## src/rtl/optical_ook_link_transceiver_top_assert.svh

```systemverilog
// Assertion macros shared by the transceiver RTL.
// Both macros sample on clock and are disabled while reset is high.
`ifndef OPTICAL_OOK_LINK_TRANSCEIVER_TOP_ASSERT_SVH
`define OPTICAL_OOK_LINK_TRANSCEIVER_TOP_ASSERT_SVH

// same-cycle implication
`define OOKLT_ASSERT_IMPL(lbl, ante, cons, msg) \
   lbl: assert property (@(posedge clock) disable iff (reset) (ante) |-> (cons)) \
      else $error(msg);

// next-cycle implication
`define OOKLT_ASSERT_NEXT(lbl, ante, cons, msg) \
   lbl: assert property (@(posedge clock) disable iff (reset) (ante) |=> (cons)) \
      else $error(msg);

`endif

```

## src/rtl/ooklt_pkg.sv

```systemverilog
package ooklt_pkg;

   // frame and timing constants
   localparam int unsigned FRAME_BITS      = 12;
   localparam int unsigned BIT_PERIOD      = 64;
   localparam int unsigned SAMPLE_INTERVAL = 8;
   localparam int unsigned MSG_BITS        = 4;
   localparam logic [MSG_BITS-1:0] MSG_MASK = 4'hF;

   localparam int unsigned TICK_PERIOD = BIT_PERIOD * SAMPLE_INTERVAL;
   localparam int unsigned TICK_W      = $clog2(TICK_PERIOD);
   localparam int unsigned PHASE_W     = $clog2(BIT_PERIOD);
   localparam int unsigned TX_IDX_W    = $clog2(FRAME_BITS);
   localparam int unsigned MSG_IDX_W   = $clog2(MSG_BITS);
   localparam int unsigned FRAME_LEAD  = FRAME_BITS - MSG_BITS - 1;

   // field widths
   localparam int unsigned ELAPSED_W   = 9;
   localparam int unsigned SAMPLE_W    = 10;
   localparam int unsigned DRIVE_W     = 8;
   localparam int unsigned RXMSG_W     = 5;
   localparam int unsigned DARK_W      = 16;
   localparam int unsigned RXCNT_W     = 3;
   localparam int unsigned SUM_W       = ((TICK_W > ELAPSED_W) ? TICK_W : ELAPSED_W) + 1;

   localparam logic [DARK_W-1:0] DARK_MAX    = '1;
   localparam logic [DARK_W-1:0] DARK_RELOAD =
      (BIT_PERIOD > 65535) ? 16'hFFFF : DARK_W'(BIT_PERIOD);

   // configuration port
   localparam int unsigned CSR_IDX_W  = 8;
   localparam int unsigned CSR_DATA_W = 16;

   typedef enum logic [CSR_IDX_W-1:0] {
      CSR_MESSAGE           = 8'd0,
      CSR_DARK_THRESHOLD    = 8'd1,
      CSR_PREAMBLE_MIN_TIME = 8'd2,
      CSR_DRIVE_FULL_SCALE  = 8'd3
   } csr_index_type;

   typedef struct packed {
      logic [MSG_BITS-1:0] message;
      logic [SAMPLE_W-1:0] dark_threshold;
      logic [DARK_W-1:0]   preamble_min_time;
      logic [DRIVE_W-1:0]  drive_full_scale;
   } cfg_type;

   // per-transaction timing info handed to tx and rx
   typedef struct packed {
      logic               advance;
      logic               bit_boundary;
      logic               sample_time;
      logic [PHASE_W-1:0] phase;
   } step_type;

   typedef struct packed {
      logic               update;
      logic [DRIVE_W-1:0] level;
   } tx_out_type;

   // frame: ones, a zero, message LSB first, then a trailing zero
   function automatic logic frame_bit(input logic [TX_IDX_W-1:0] idx,
                                      input logic [MSG_BITS-1:0] msg);
      int unsigned pos;
      logic        bit_val;
      pos = 32'(idx);
      if (pos + 1 < FRAME_LEAD) begin
         bit_val = 1'b1;
      end else if (pos + 1 == FRAME_LEAD) begin
         bit_val = 1'b0;
      end else if (pos < FRAME_LEAD + MSG_BITS) begin
         bit_val = msg[MSG_IDX_W'(pos - FRAME_LEAD)];
      end else begin
         bit_val = 1'b0;
      end
      return bit_val;
   endfunction

endpackage

```

## src/rtl/ooklt_if.sv

```systemverilog
interface ooklt_req_if;
   import ooklt_pkg::*;
   logic                 valid;
   logic                 ready;
   logic [ELAPSED_W-1:0] elapsed_ms;
   logic [SAMPLE_W-1:0]  light_sample;
   modport source (output valid, output elapsed_ms, output light_sample, input ready);
   modport sink   (input valid, input elapsed_ms, input light_sample, output ready);
endinterface

interface ooklt_rsp_if;
   import ooklt_pkg::*;
   logic                      valid;
   logic                      ready;
   logic                      drive_update;
   logic [DRIVE_W-1:0]        drive_level;
   logic signed [RXMSG_W-1:0] received_message;
   modport source (output valid, output drive_update, output drive_level,
                   output received_message, input ready);
   modport sink   (input valid, input drive_update, input drive_level,
                   input received_message, output ready);
endinterface

interface ooklt_csr_if;
   import ooklt_pkg::*;
   logic                  valid;
   logic                  ready;
   logic [CSR_IDX_W-1:0]  index;
   logic [CSR_DATA_W-1:0] data;
   modport source (output valid, output index, output data, input ready);
   modport sink   (input valid, input index, input data, output ready);
endinterface

```

## src/rtl/ooklt_csr.sv

```systemverilog
module ooklt_csr (
   input  logic             clock,
   input  logic             reset,
   ooklt_csr_if.sink        csr_bus,
   output ooklt_pkg::cfg_type cfg
);
   import ooklt_pkg::*;

   cfg_type cfg_ff;
   cfg_type cfg_in;
   logic    write;

   assign csr_bus.ready = 1'b1;
   assign write = csr_bus.valid & csr_bus.ready;

   always_comb begin
      cfg_in = cfg_ff;
      if (write) begin
         unique case (csr_index_type'(csr_bus.index))
            CSR_MESSAGE:           cfg_in.message           = csr_bus.data[MSG_BITS-1:0];
            CSR_DARK_THRESHOLD:    cfg_in.dark_threshold    = csr_bus.data[SAMPLE_W-1:0];
            CSR_PREAMBLE_MIN_TIME: cfg_in.preamble_min_time = csr_bus.data[DARK_W-1:0];
            CSR_DRIVE_FULL_SCALE:  cfg_in.drive_full_scale  = csr_bus.data[DRIVE_W-1:0];
            default: ;
         endcase
      end
   end

   always_ff @(posedge clock) begin
      if (reset) begin
         cfg_ff.message           <= '0;
         cfg_ff.dark_threshold    <= SAMPLE_W'(512);
         cfg_ff.preamble_min_time <= DARK_W'(320);
         cfg_ff.drive_full_scale  <= DRIVE_W'(255);
      end else begin
         cfg_ff <= cfg_in;
      end
   end

   assign cfg = cfg_ff;

endmodule

```

## src/rtl/ooklt_tx.sv

```systemverilog
module ooklt_tx (
   input  logic                  clock,
   input  logic                  reset,
   input  ooklt_pkg::step_type   step,
   input  ooklt_pkg::cfg_type    cfg,
   output ooklt_pkg::tx_out_type tx_out
);
   import ooklt_pkg::*;

   logic [TX_IDX_W-1:0] idx_ff;
   logic [TX_IDX_W-1:0] idx_in;
   logic                cur_bit;

   assign cur_bit = frame_bit(idx_ff, cfg.message & MSG_MASK);

   always_comb begin
      idx_in = idx_ff;
      if (step.advance && step.bit_boundary) begin
         idx_in = (idx_ff == TX_IDX_W'(FRAME_BITS - 1)) ? '0 : idx_ff + 1'b1;
      end
   end

   always_ff @(posedge clock) begin
      if (reset) begin
         idx_ff <= '0;
      end else begin
         idx_ff <= idx_in;
      end
   end

   assign tx_out.update = step.bit_boundary;
   assign tx_out.level  = (step.bit_boundary && cur_bit) ? cfg.drive_full_scale : '0;

endmodule

```

## src/rtl/ooklt_rx.sv

```systemverilog
`include "optical_ook_link_transceiver_top_assert.svh"

module ooklt_rx (
   input  logic                       clock,
   input  logic                       reset,
   input  ooklt_pkg::step_type        step,
   input  ooklt_pkg::cfg_type         cfg,
   input  logic [ooklt_pkg::SAMPLE_W-1:0] light_sample,
   output logic signed [ooklt_pkg::RXMSG_W-1:0] msg_next
);
   import ooklt_pkg::*;

   logic                      in_data_ff,  in_data_in;
   logic [DARK_W-1:0]         dark_ff,     dark_in;
   logic [RXCNT_W-1:0]        count_ff,    count_in;
   logic [PHASE_W-1:0]        phase_ff,    phase_in;
   logic [MSG_BITS-1:0]       bits_ff,     bits_in;
   logic signed [RXMSG_W-1:0] last_ff,     last_in;

   logic              dark;
   logic [DARK_W:0]   dark_sum;

   assign dark     = light_sample < cfg.dark_threshold;
   assign dark_sum = {1'b0, dark_ff} + (DARK_W + 1)'(SAMPLE_INTERVAL);

   always_comb begin
      in_data_in = in_data_ff;
      dark_in    = dark_ff;
      count_in   = count_ff;
      phase_in   = phase_ff;
      bits_in    = bits_ff;
      last_in    = last_ff;
      if (step.advance) begin
         if (!in_data_ff) begin
            if (step.sample_time) begin
               if (dark) begin
                  dark_in = dark_sum[DARK_W] ? DARK_MAX : dark_sum[DARK_W-1:0];
               end else begin
                  // light ends the preamble; too short means a lost frame
                  if (dark_ff >= cfg.preamble_min_time) begin
                     in_data_in = 1'b1;
                  end else begin
                     last_in = '1;
                  end
                  dark_in  = '0;
                  phase_in = step.phase;
               end
            end
         end else if (step.phase == phase_ff) begin
            priority if (count_ff < RXCNT_W'(MSG_BITS)) begin
               bits_in[count_ff[MSG_IDX_W-1:0]] = dark;
               count_in = count_ff + 1'b1;
            end else if (count_ff == RXCNT_W'(MSG_BITS)) begin
               if (dark) begin
                  last_in    = '1;
                  count_in   = '0;
                  in_data_in = 1'b0;
                  dark_in    = '0;
               end else begin
                  count_in = count_ff + 1'b1;
               end
            end else if (count_ff == RXCNT_W'(MSG_BITS + 1)) begin
               // stop slot: must be dark
               count_in   = '0;
               in_data_in = 1'b0;
               dark_in    = DARK_RELOAD;
               last_in    = dark ? $signed({1'b0, bits_ff}) : '1;
            end else begin
               count_in = '0;
            end
         end
      end
   end

   always_ff @(posedge clock) begin
      if (reset) begin
         in_data_ff <= 1'b0;
         dark_ff    <= '0;
         count_ff   <= '0;
         phase_ff   <= '0;
         bits_ff    <= '0;
         last_ff    <= '1;
      end else begin
         in_data_ff <= in_data_in;
         dark_ff    <= dark_in;
         count_ff   <= count_in;
         phase_ff   <= phase_in;
         bits_ff    <= bits_in;
         last_ff    <= last_in;
      end
   end

   assign msg_next = last_in;

   `OOKLT_ASSERT_IMPL(a_rx_count_range, 1'b1, count_ff <= RXCNT_W'(MSG_BITS + 1), "rx bit count out of range")
   `OOKLT_ASSERT_IMPL(a_rx_idle_count, !in_data_ff, count_ff == '0, "rx bit count nonzero while waiting")
   `OOKLT_ASSERT_IMPL(a_rx_msg_range, last_ff[RXMSG_W-1], last_ff == '1, "rx message negative but not minus one")

endmodule

```

## src/rtl/optical_ook_link_transceiver_top.sv

```systemverilog
// Channel   Dir  Handshake     Payload
// req_bus   in   valid/ready   elapsed_ms[8:0], light_sample[9:0]
// rsp_bus   out  valid/ready   drive_update, drive_level[7:0], received_message[4:0] signed
// csr_bus   in   valid/ready   index[7:0], data[15:0] (ready always high)
//
// One transaction per cycle sustained while rsp_bus.ready is high.
// Input register feeds tick/tx/rx update logic, result lands in the output register.
// req_bus.ready drops only when both stages are full and rsp_bus.ready is low.
// Reset is synchronous active high: tick, tx index and rx state cleared, message -1.
`include "optical_ook_link_transceiver_top_assert.svh"

module optical_ook_link_transceiver_top (
   input logic        clock,
   input logic        reset,
   ooklt_req_if.sink   req_bus,
   ooklt_rsp_if.source rsp_bus,
   ooklt_csr_if.sink   csr_bus
);
   import ooklt_pkg::*;

   cfg_type    cfg;
   step_type   step;
   tx_out_type tx_out;
   logic signed [RXMSG_W-1:0] msg_next;

   logic                 s1_valid_ff, s1_valid_in;
   logic [ELAPSED_W-1:0] s1_elapsed_ff;
   logic [SAMPLE_W-1:0]  s1_light_ff;

   logic [TICK_W-1:0] tick_ff, tick_in, tick_new;
   logic [SUM_W-1:0]  tick_sum;

   logic                      out_valid_ff, out_valid_in;
   logic                      out_update_ff;
   logic [DRIVE_W-1:0]        out_level_ff;
   logic signed [RXMSG_W-1:0] out_msg_ff;

   logic req_take;

   ooklt_csr u_csr (
      .clock   (clock),
      .reset   (reset),
      .csr_bus (csr_bus),
      .cfg     (cfg)
   );

   // wrapped tick; sum stays below twice the wrap period
   assign tick_sum = SUM_W'(tick_ff) + SUM_W'(s1_elapsed_ff);
   assign tick_new = (tick_sum >= SUM_W'(TICK_PERIOD)) ?
                     TICK_W'(tick_sum - SUM_W'(TICK_PERIOD)) : TICK_W'(tick_sum);

   assign step.advance      = s1_valid_ff && (!out_valid_ff || rsp_bus.ready);
   assign step.phase        = PHASE_W'(tick_new % TICK_W'(BIT_PERIOD));
   assign step.bit_boundary = (tick_new % TICK_W'(BIT_PERIOD)) == '0;
   assign step.sample_time  = (tick_new % TICK_W'(SAMPLE_INTERVAL)) == '0;

   ooklt_tx u_tx (
      .clock  (clock),
      .reset  (reset),
      .step   (step),
      .cfg    (cfg),
      .tx_out (tx_out)
   );

   ooklt_rx u_rx (
      .clock        (clock),
      .reset        (reset),
      .step         (step),
      .cfg          (cfg),
      .light_sample (s1_light_ff),
      .msg_next     (msg_next)
   );

   assign req_bus.ready = !s1_valid_ff || step.advance;
   assign req_take      = req_bus.valid && req_bus.ready;

   always_comb begin
      s1_valid_in = s1_valid_ff;
      if (req_take) begin
         s1_valid_in = 1'b1;
      end else if (step.advance) begin
         s1_valid_in = 1'b0;
      end
      out_valid_in = out_valid_ff;
      if (step.advance) begin
         out_valid_in = 1'b1;
      end else if (rsp_bus.ready) begin
         out_valid_in = 1'b0;
      end
      tick_in = step.advance ? tick_new : tick_ff;
   end

   always_ff @(posedge clock) begin
      if (reset) begin
         s1_valid_ff  <= 1'b0;
         out_valid_ff <= 1'b0;
         tick_ff      <= '0;
      end else begin
         s1_valid_ff  <= s1_valid_in;
         out_valid_ff <= out_valid_in;
         tick_ff      <= tick_in;
      end
   end

   always_ff @(posedge clock) begin
      if (req_take) begin
         s1_elapsed_ff <= req_bus.elapsed_ms;
         s1_light_ff   <= req_bus.light_sample;
      end
      if (step.advance) begin
         out_update_ff <= tx_out.update;
         out_level_ff  <= tx_out.level;
         out_msg_ff    <= msg_next;
      end
   end

   assign rsp_bus.valid            = out_valid_ff;
   assign rsp_bus.drive_update     = out_update_ff;
   assign rsp_bus.drive_level      = out_level_ff;
   assign rsp_bus.received_message = out_msg_ff;

   `OOKLT_ASSERT_NEXT(a_adv_fills_out, step.advance, out_valid_ff, "result not registered")
   `OOKLT_ASSERT_IMPL(a_ready_when_empty, !s1_valid_ff, req_bus.ready, "empty but not ready")
   `OOKLT_ASSERT_IMPL(a_level_idle_zero, out_valid_ff && !out_update_ff, out_level_ff == '0, "idle level")
   `OOKLT_ASSERT_IMPL(a_tick_range, 1'b1, tick_ff <= TICK_W'(TICK_PERIOD - 1), "tick out of range")

endmodule
```

## src/flat_wrapper.sv

```systemverilog
// flat-port wrapper written by rule: the top's interface ports become plain ports
module optical_ook_link_transceiver_top_flat import ooklt_pkg::*;
  (clock, reset, req_bus_valid, req_bus_elapsed_ms, req_bus_light_sample, req_bus_ready, rsp_bus_valid, rsp_bus_drive_update, rsp_bus_drive_level, rsp_bus_received_message, rsp_bus_ready, csr_bus_valid, csr_bus_index, csr_bus_data, csr_bus_ready);
  ooklt_req_if req_bus_i ();
  ooklt_rsp_if rsp_bus_i ();
  ooklt_csr_if csr_bus_i ();
  input logic clock;
  input logic reset;
  input wire logic [$bits(req_bus_i.valid)-1:0] req_bus_valid;
  input wire logic [$bits(req_bus_i.elapsed_ms)-1:0] req_bus_elapsed_ms;
  input wire logic [$bits(req_bus_i.light_sample)-1:0] req_bus_light_sample;
  output wire logic [$bits(req_bus_i.ready)-1:0] req_bus_ready;
  output wire logic [$bits(rsp_bus_i.valid)-1:0] rsp_bus_valid;
  output wire logic [$bits(rsp_bus_i.drive_update)-1:0] rsp_bus_drive_update;
  output wire logic [$bits(rsp_bus_i.drive_level)-1:0] rsp_bus_drive_level;
  output wire logic [$bits(rsp_bus_i.received_message)-1:0] rsp_bus_received_message;
  input wire logic [$bits(rsp_bus_i.ready)-1:0] rsp_bus_ready;
  input wire logic [$bits(csr_bus_i.valid)-1:0] csr_bus_valid;
  input wire logic [$bits(csr_bus_i.index)-1:0] csr_bus_index;
  input wire logic [$bits(csr_bus_i.data)-1:0] csr_bus_data;
  output wire logic [$bits(csr_bus_i.ready)-1:0] csr_bus_ready;
  assign req_bus_i.valid = req_bus_valid;
  assign req_bus_i.elapsed_ms = req_bus_elapsed_ms;
  assign req_bus_i.light_sample = req_bus_light_sample;
  assign req_bus_ready = req_bus_i.ready;
  assign rsp_bus_valid = rsp_bus_i.valid;
  assign rsp_bus_drive_update = rsp_bus_i.drive_update;
  assign rsp_bus_drive_level = rsp_bus_i.drive_level;
  assign rsp_bus_received_message = rsp_bus_i.received_message;
  assign rsp_bus_i.ready = rsp_bus_ready;
  assign csr_bus_i.valid = csr_bus_valid;
  assign csr_bus_i.index = csr_bus_index;
  assign csr_bus_i.data = csr_bus_data;
  assign csr_bus_ready = csr_bus_i.ready;
  optical_ook_link_transceiver_top u_core (.clock(clock), .reset(reset), .req_bus(req_bus_i), .rsp_bus(rsp_bus_i), .csr_bus(csr_bus_i));
endmodule
```

## config.mk

```make
export PLATFORM = sky130hd
export DESIGN_NAME = optical_ook_link_transceiver_top_flat
export DESIGN_NICKNAME = d
export VERILOG_FILES = /design/src/rtl/ooklt_pkg.sv /design/src/rtl/ooklt_if.sv /design/src/rtl/ooklt_csr.sv /design/src/rtl/ooklt_tx.sv /design/src/rtl/ooklt_rx.sv /design/src/rtl/optical_ook_link_transceiver_top.sv /design/src/flat_wrapper.sv
export VERILOG_INCLUDE_DIRS = /design/src /design/src/rtl
export SDC_FILE = /design/constraint.sdc
export NUM_CORES = 1
export LEC_CHECK = 0
export BUFFER_PORTS_ARGS = -buffer_cell sky130_fd_sc_hd__buf_2
export CAP_MARGIN = 20
export CORE_ASPECT_RATIO = 0.8
export CORE_MARGIN = 2
export CORE_UTILIZATION = 55
export DETAILED_ROUTE_END_ITERATION = 8
export GPL_TIMING_DRIVEN = 0
export HOLD_SLACK_MARGIN = 0.15
export PLACE_DENSITY = 0.82
export SETUP_SLACK_MARGIN = 0.1
export SYNTH_ARGS = -nofsm -noshare
export SYNTH_HDL_FRONTEND = slang
export SYNTH_SLANG_ARGS = --single-unit
```

## constraint.sdc

```tcl
create_clock -name clock -period 3.38 [get_ports clock]
set_input_delay 0.676 -clock clock [delete_from_list [all_inputs] [get_ports clock]]
set_output_delay 0.676 -clock clock [all_outputs]
set_load 0.005 [all_outputs]
```

==> impl_metrics.sql <==
INSERT INTO impl_metrics (metric_group, metric, value, unit) VALUES
('critical_path', 'r2r_end', 'u_core.rsp_bus.received_message[2]', ''),
('logic_synthesis', 'ys_warn_count', '0', ''),
('placed_design', 'globalplace.congestion', '0.8881', ''),
('logic_synthesis', 'synthesized_netlist_cell_count', '578', ''),
('grt', 'grt_antenna_before_repair', '0', ''),
('placed_design', 'port_buffers', '59', ''),
('final_layout', 'final_layout_size_suffix_gt1_share', '17.34', '%'),
('route', 'drt-wirelength-per-cell', '15.63', 'um'),
('route', 'detail_route.wirelength', '12580', 'um'),
('logic_synthesis', 'synthDistinctLibCells', '62', ''),
('final_layout', 'seq_area', '2562', 'um2'),
('power', 'max-vdd-ir-drop', '0.0003137', 'V'),
('placed_design', 'detailedPlacementHpwl', '9034', 'um'),
('die', 'core_region_area', '9729', 'um2'),
('grt', 'global_route_wire_length_before_repair', '20620', 'um'),
('sta', 'setup_tns', '0', 'ps'),
('grt', 'globalRouteOverflowTotal', '0', ''),
('grt', 'grt_max_degree', '24', ''),
('sta', 'timing_max_transition_violations_final', '0', ''),
('cts', 'clkTransAtPathRegs', '50', 'ps'),
('cts', 'htreeDepth', '4', ''),
('logic_synthesis', 'synth_fp_nets', '664', ''),
('cts', 'cts-buffers-inserted', '17', ''),
('grt', 'grt_pass1_vias', '4417', ''),
('placed_design', 'placed_cells', '773', ''),
('die', 'initial_utilization', '56.89', '%'),
('die', 'fp.dieArea', '10890', 'um2'),
('cts', 'numClockSinks', '113', ''),
('outcome', 'result_of_the_run', 'finished, final reports clean', ''),
('critical_path', 'worstRegToRegCells', '11', ''),
('logic_synthesis', 'synth.ff_latch_count', '113', ''),
('cts', 'clk_root_buffer_cell', 'sky130_fd_sc_hd__clkbuf_16', ''),
('min_path', 'holdPathStages', '1', ''),
('min_path', 'worst_hold_path.endpoint', 'u_core.s1_light_ff[9]', ''),
('logic_synthesis', 'post_syn_area', '5535', 'um2'),
('sta', 'layout_min_cycle_time', '2992', 'ps'),
('route', 'avgViaCountPerCell', '5.600', ''),
('logic_synthesis', 'ys_seq_area_share', '46.29', '%'),
('cts', 'post_cts.resized_instances', '0', ''),
('die', 'rows', '32', ''),
('critical_path', 'path_max_fanout', '9', ''),
('sta', 'max_slew_margin', '47.89', '%'),
('final_layout', 'insertedDiodeCount', '0', ''),
('cts', 'cts_hold_repair.buffers', '0', ''),
('sta', 'final_hold_violation_count', '0', ''),
('grt', 'groute.usage.overall', '24.63', '%'),
('logic_synthesis', 'synthesis.area_per_instance', '9.577', 'um2'),
('final_layout', 'multiInputGateArea', '2680', 'um2'),
('sta', 'timing.final.setup_violations', '0', ''),
('route', 'post-route-drc-count', '0', ''),
('sta', 'fin_clk_skew', '9.701', 'ps'),
('power', 'power.density', '530.5', 'nW/um2'),
('logic_synthesis', 'async_flop_share', '0', '%'),
('final_layout', 'post_layout_nonfiller_instances', '805', ''),
('power', 'total_leakage_power', '2.641', 'nW'),
('final_layout', 'num-fill-cells', '744', ''),
('cts', 'ctsLongestPathBuffers', '2', ''),
('power', 'design_power_total', '3.507', 'mW'),
('critical_path', 'crit_path_end_kind', 'flip-flop', ''),
('die', 'dieWidth', '116.2', 'um'),
('flow_run', 'maxCapViolCount', '0', ''),
('sta', 'tightestPinTransition', '781.7', 'ps'),
('logic_synthesis', 'predominant_post_synthesis_flop_cell', 'sky130_fd_sc_hd__dfxtp_1', ''),
('critical_path', 'path_class', 'reg -> reg', ''),
('route', 'detailroute.via_count', '4508', ''),
('route', 'initialDrtViolationCount', '335', ''),
('logic_synthesis', 'number_of_synthesized_flops_with_an_enable_pin', '30', ''),
('critical_path', 'rrSetupSlack', '390', 'ps'),
('sta', 'setup_repair_after_global_routing_missed_its_margin', 'no', ''),
('final_layout', 'final_net_count', '742', ''),
('min_path', 'timing.hold.worst.class', 'in -> reg', ''),
('critical_path', 'worstPathRequired', '3540', 'ps'),
('cts', 'cts_setup_buffers', '0', ''),
('sta', 'layout_worst_path_cycle_share', '88.51', '%'),
('sta', 'achievable-frequency', '334.3', 'MHz'),
('critical_path', 'crit_path_start_kind', 'flip-flop', ''),
('route', 'drt_pass1_iterations', '5', ''),
('final_layout', 'synthToLayoutAreaGrowth', '19.44', '%'),
('cts', 'worst_skew_pair.late_latency', '410', 'ps'),
('critical_path', 'worstPathArrival', '3150', 'ps'),
('critical_path', 'critical_path.reg2reg.startpoint', 'u_core.s1_elapsed_ff[0]', ''),
('die', 'boundaryPins', '65', ''),
('min_path', 'hp-start', 'req_bus_light_sample[9]', ''),
('cts', 'tritoncts', 'done', ''),
('die', 'die-height', '93.73', 'um'),
('route', 'antenna_left', '0', '');
[report_power, final]
part | switching [mW] | leakage (nW) | total, mW | internal [mW]
clock | 0.611 | 0.297 | 1.85 | 1.24
combinational | 0.133 | 1.40 | 0.225 | 0.0914
sequential | 0.0123 | 0.940 | 1.43 | 1.42
total | 0.757 | 2.64 | 3.51 | 2.75
[cell usage after synthesis (12+ instances only)]
library cell / number / share of area [%]
sky130_fd_sc_hd__ha_1: 37 / 8.4
sky130_fd_sc_hd__o21ai_0: 14 / 1.3
sky130_fd_sc_hd__and2_1: 13 / 1.5
sky130_fd_sc_hd__a211o_1: 12 / 1.9
sky130_fd_sc_hd__nand2_1: 58 / 3.9
sky130_fd_sc_hd__a21oi_1: 50 / 4.5
sky130_fd_sc_hd__clkbuf_1: 13 / 0.88
sky130_fd_sc_hd__nor2_1: 63 / 4.3
sky130_fd_sc_hd__edfxtp_1: 30 / 16
sky130_fd_sc_hd__a211oi_1: 12 / 1.6
sky130_fd_sc_hd__dfxtp_1: 83 / 30
sky130_fd_sc_hd__inv_1: 48 / 3.3
[worst max path at each step]
stage,startpoint,to,cells after the start
floorplan,u_core.tick_ff[0],u_core.rsp_bus.received_message[0],11
global placement,u_core.s1_elapsed_ff[0],u_core.rsp_bus.received_message[1],11
detailed placement,u_core.s1_elapsed_ff[0],u_core.rsp_bus.received_message[2],11
CTS,u_core.s1_elapsed_ff[0],u_core.rsp_bus.received_message[2],11
global route,u_core.tick_ff[0],u_core.rsp_bus.received_message[2],11
finish,u_core.s1_elapsed_ff[0],u_core.rsp_bus.received_message[2],11
[logic make-up after synthesis]
logic type,Yosys count,synth area share (%)
DFF,113,46.29
buffers and inverters,69,5.289
muxes,10,2.034
and+or+nand+nor,200,18.31
xor gates and xnor gates,12,2.645
other,1,0.06775
AOI/OAI and AO/OA,135,16.64
adders and majority gates,38,8.725
[worst max-delay path, cell delays in order (launching register included)]
cell and delay (ps):
sky130_fd_sc_hd__edfxtp_1 330, sky130_fd_sc_hd__ha_1 180, sky130_fd_sc_hd__inv_1 70, sky130_fd_sc_hd__fa_1 470, sky130_fd_sc_hd__nand2b_1 170, sky130_fd_sc_hd__a21oi_1 240
sky130_fd_sc_hd__xnor3_1 330, sky130_fd_sc_hd__nor3b_1 190, sky130_fd_sc_hd__and2_1 160, sky130_fd_sc_hd__buf_4 160, sky130_fd_sc_hd__a211oi_1 350, sky130_fd_sc_hd__nor2_1 80
[routing by layer]
metal	track usage, %	up-vias	wire [um]
met5	0	-	0
met4	6.647	0	154
met3	7.355	18	788
met2	40.45	138	6008
met1	31.78	2152	5631
li1	-	2200	-
[flip-flops by register name, summed over array words and instances (netlist names), 6 cells and up]
signal / count
u_core.s1_elapsed_ff: 6
u_core.tick_ff: 6
u_core.u_csr.cfg: 38
u_core.s1_light_ff: 10
u_core.rsp_bus.drive_level: 8
u_core.u_rx.phase_ff: 6
u_core.u_rx.dark_ff: 14
[layout by cell type (no fill, tap or decap), types with 15 or more instances in the layout]
master,instances
sky130_fd_sc_hd__a21oi_1,50
sky130_fd_sc_hd__buf_2,62
sky130_fd_sc_hd__clkbuf_1,15
sky130_fd_sc_hd__clkbuf_16,17
sky130_fd_sc_hd__dfxtp_1,83
sky130_fd_sc_hd__edfxtp_1,30
sky130_fd_sc_hd__ha_1,37
sky130_fd_sc_hd__inv_1,48
sky130_fd_sc_hd__nand2_1,58
sky130_fd_sc_hd__nor2_1,63
[stage by stage]
stage / worst slack, ps / utilization (%) / cell area [um2] / hold slack (ps)
after floorplan: 712.5 / - / 5535 / 426.8
after global placement: 500.5 / 61.68 / 6001 / 435.3
after detailed placement: 438.9 / 61.68 / 6001 / 442.1
after CTS: 368.3 / 67.95 / 6611 / 429.9
after global routing: 182.2 / 67.95 / 6611 / 424.3
final: 388.4 / 67.95 / 6611 / 434.2
[final cells by class]
type	count	share of cell area [%]
timing repair buffer	59	4.466
inverter	48	2.725
buffer	21	1.703
multi-input combinational	396	40.54
sequential	113	38.76
tap	136	2.574
clock inverter	12	2.479
clock buffer	20	6.756
(Power assumes the default switching activity.)
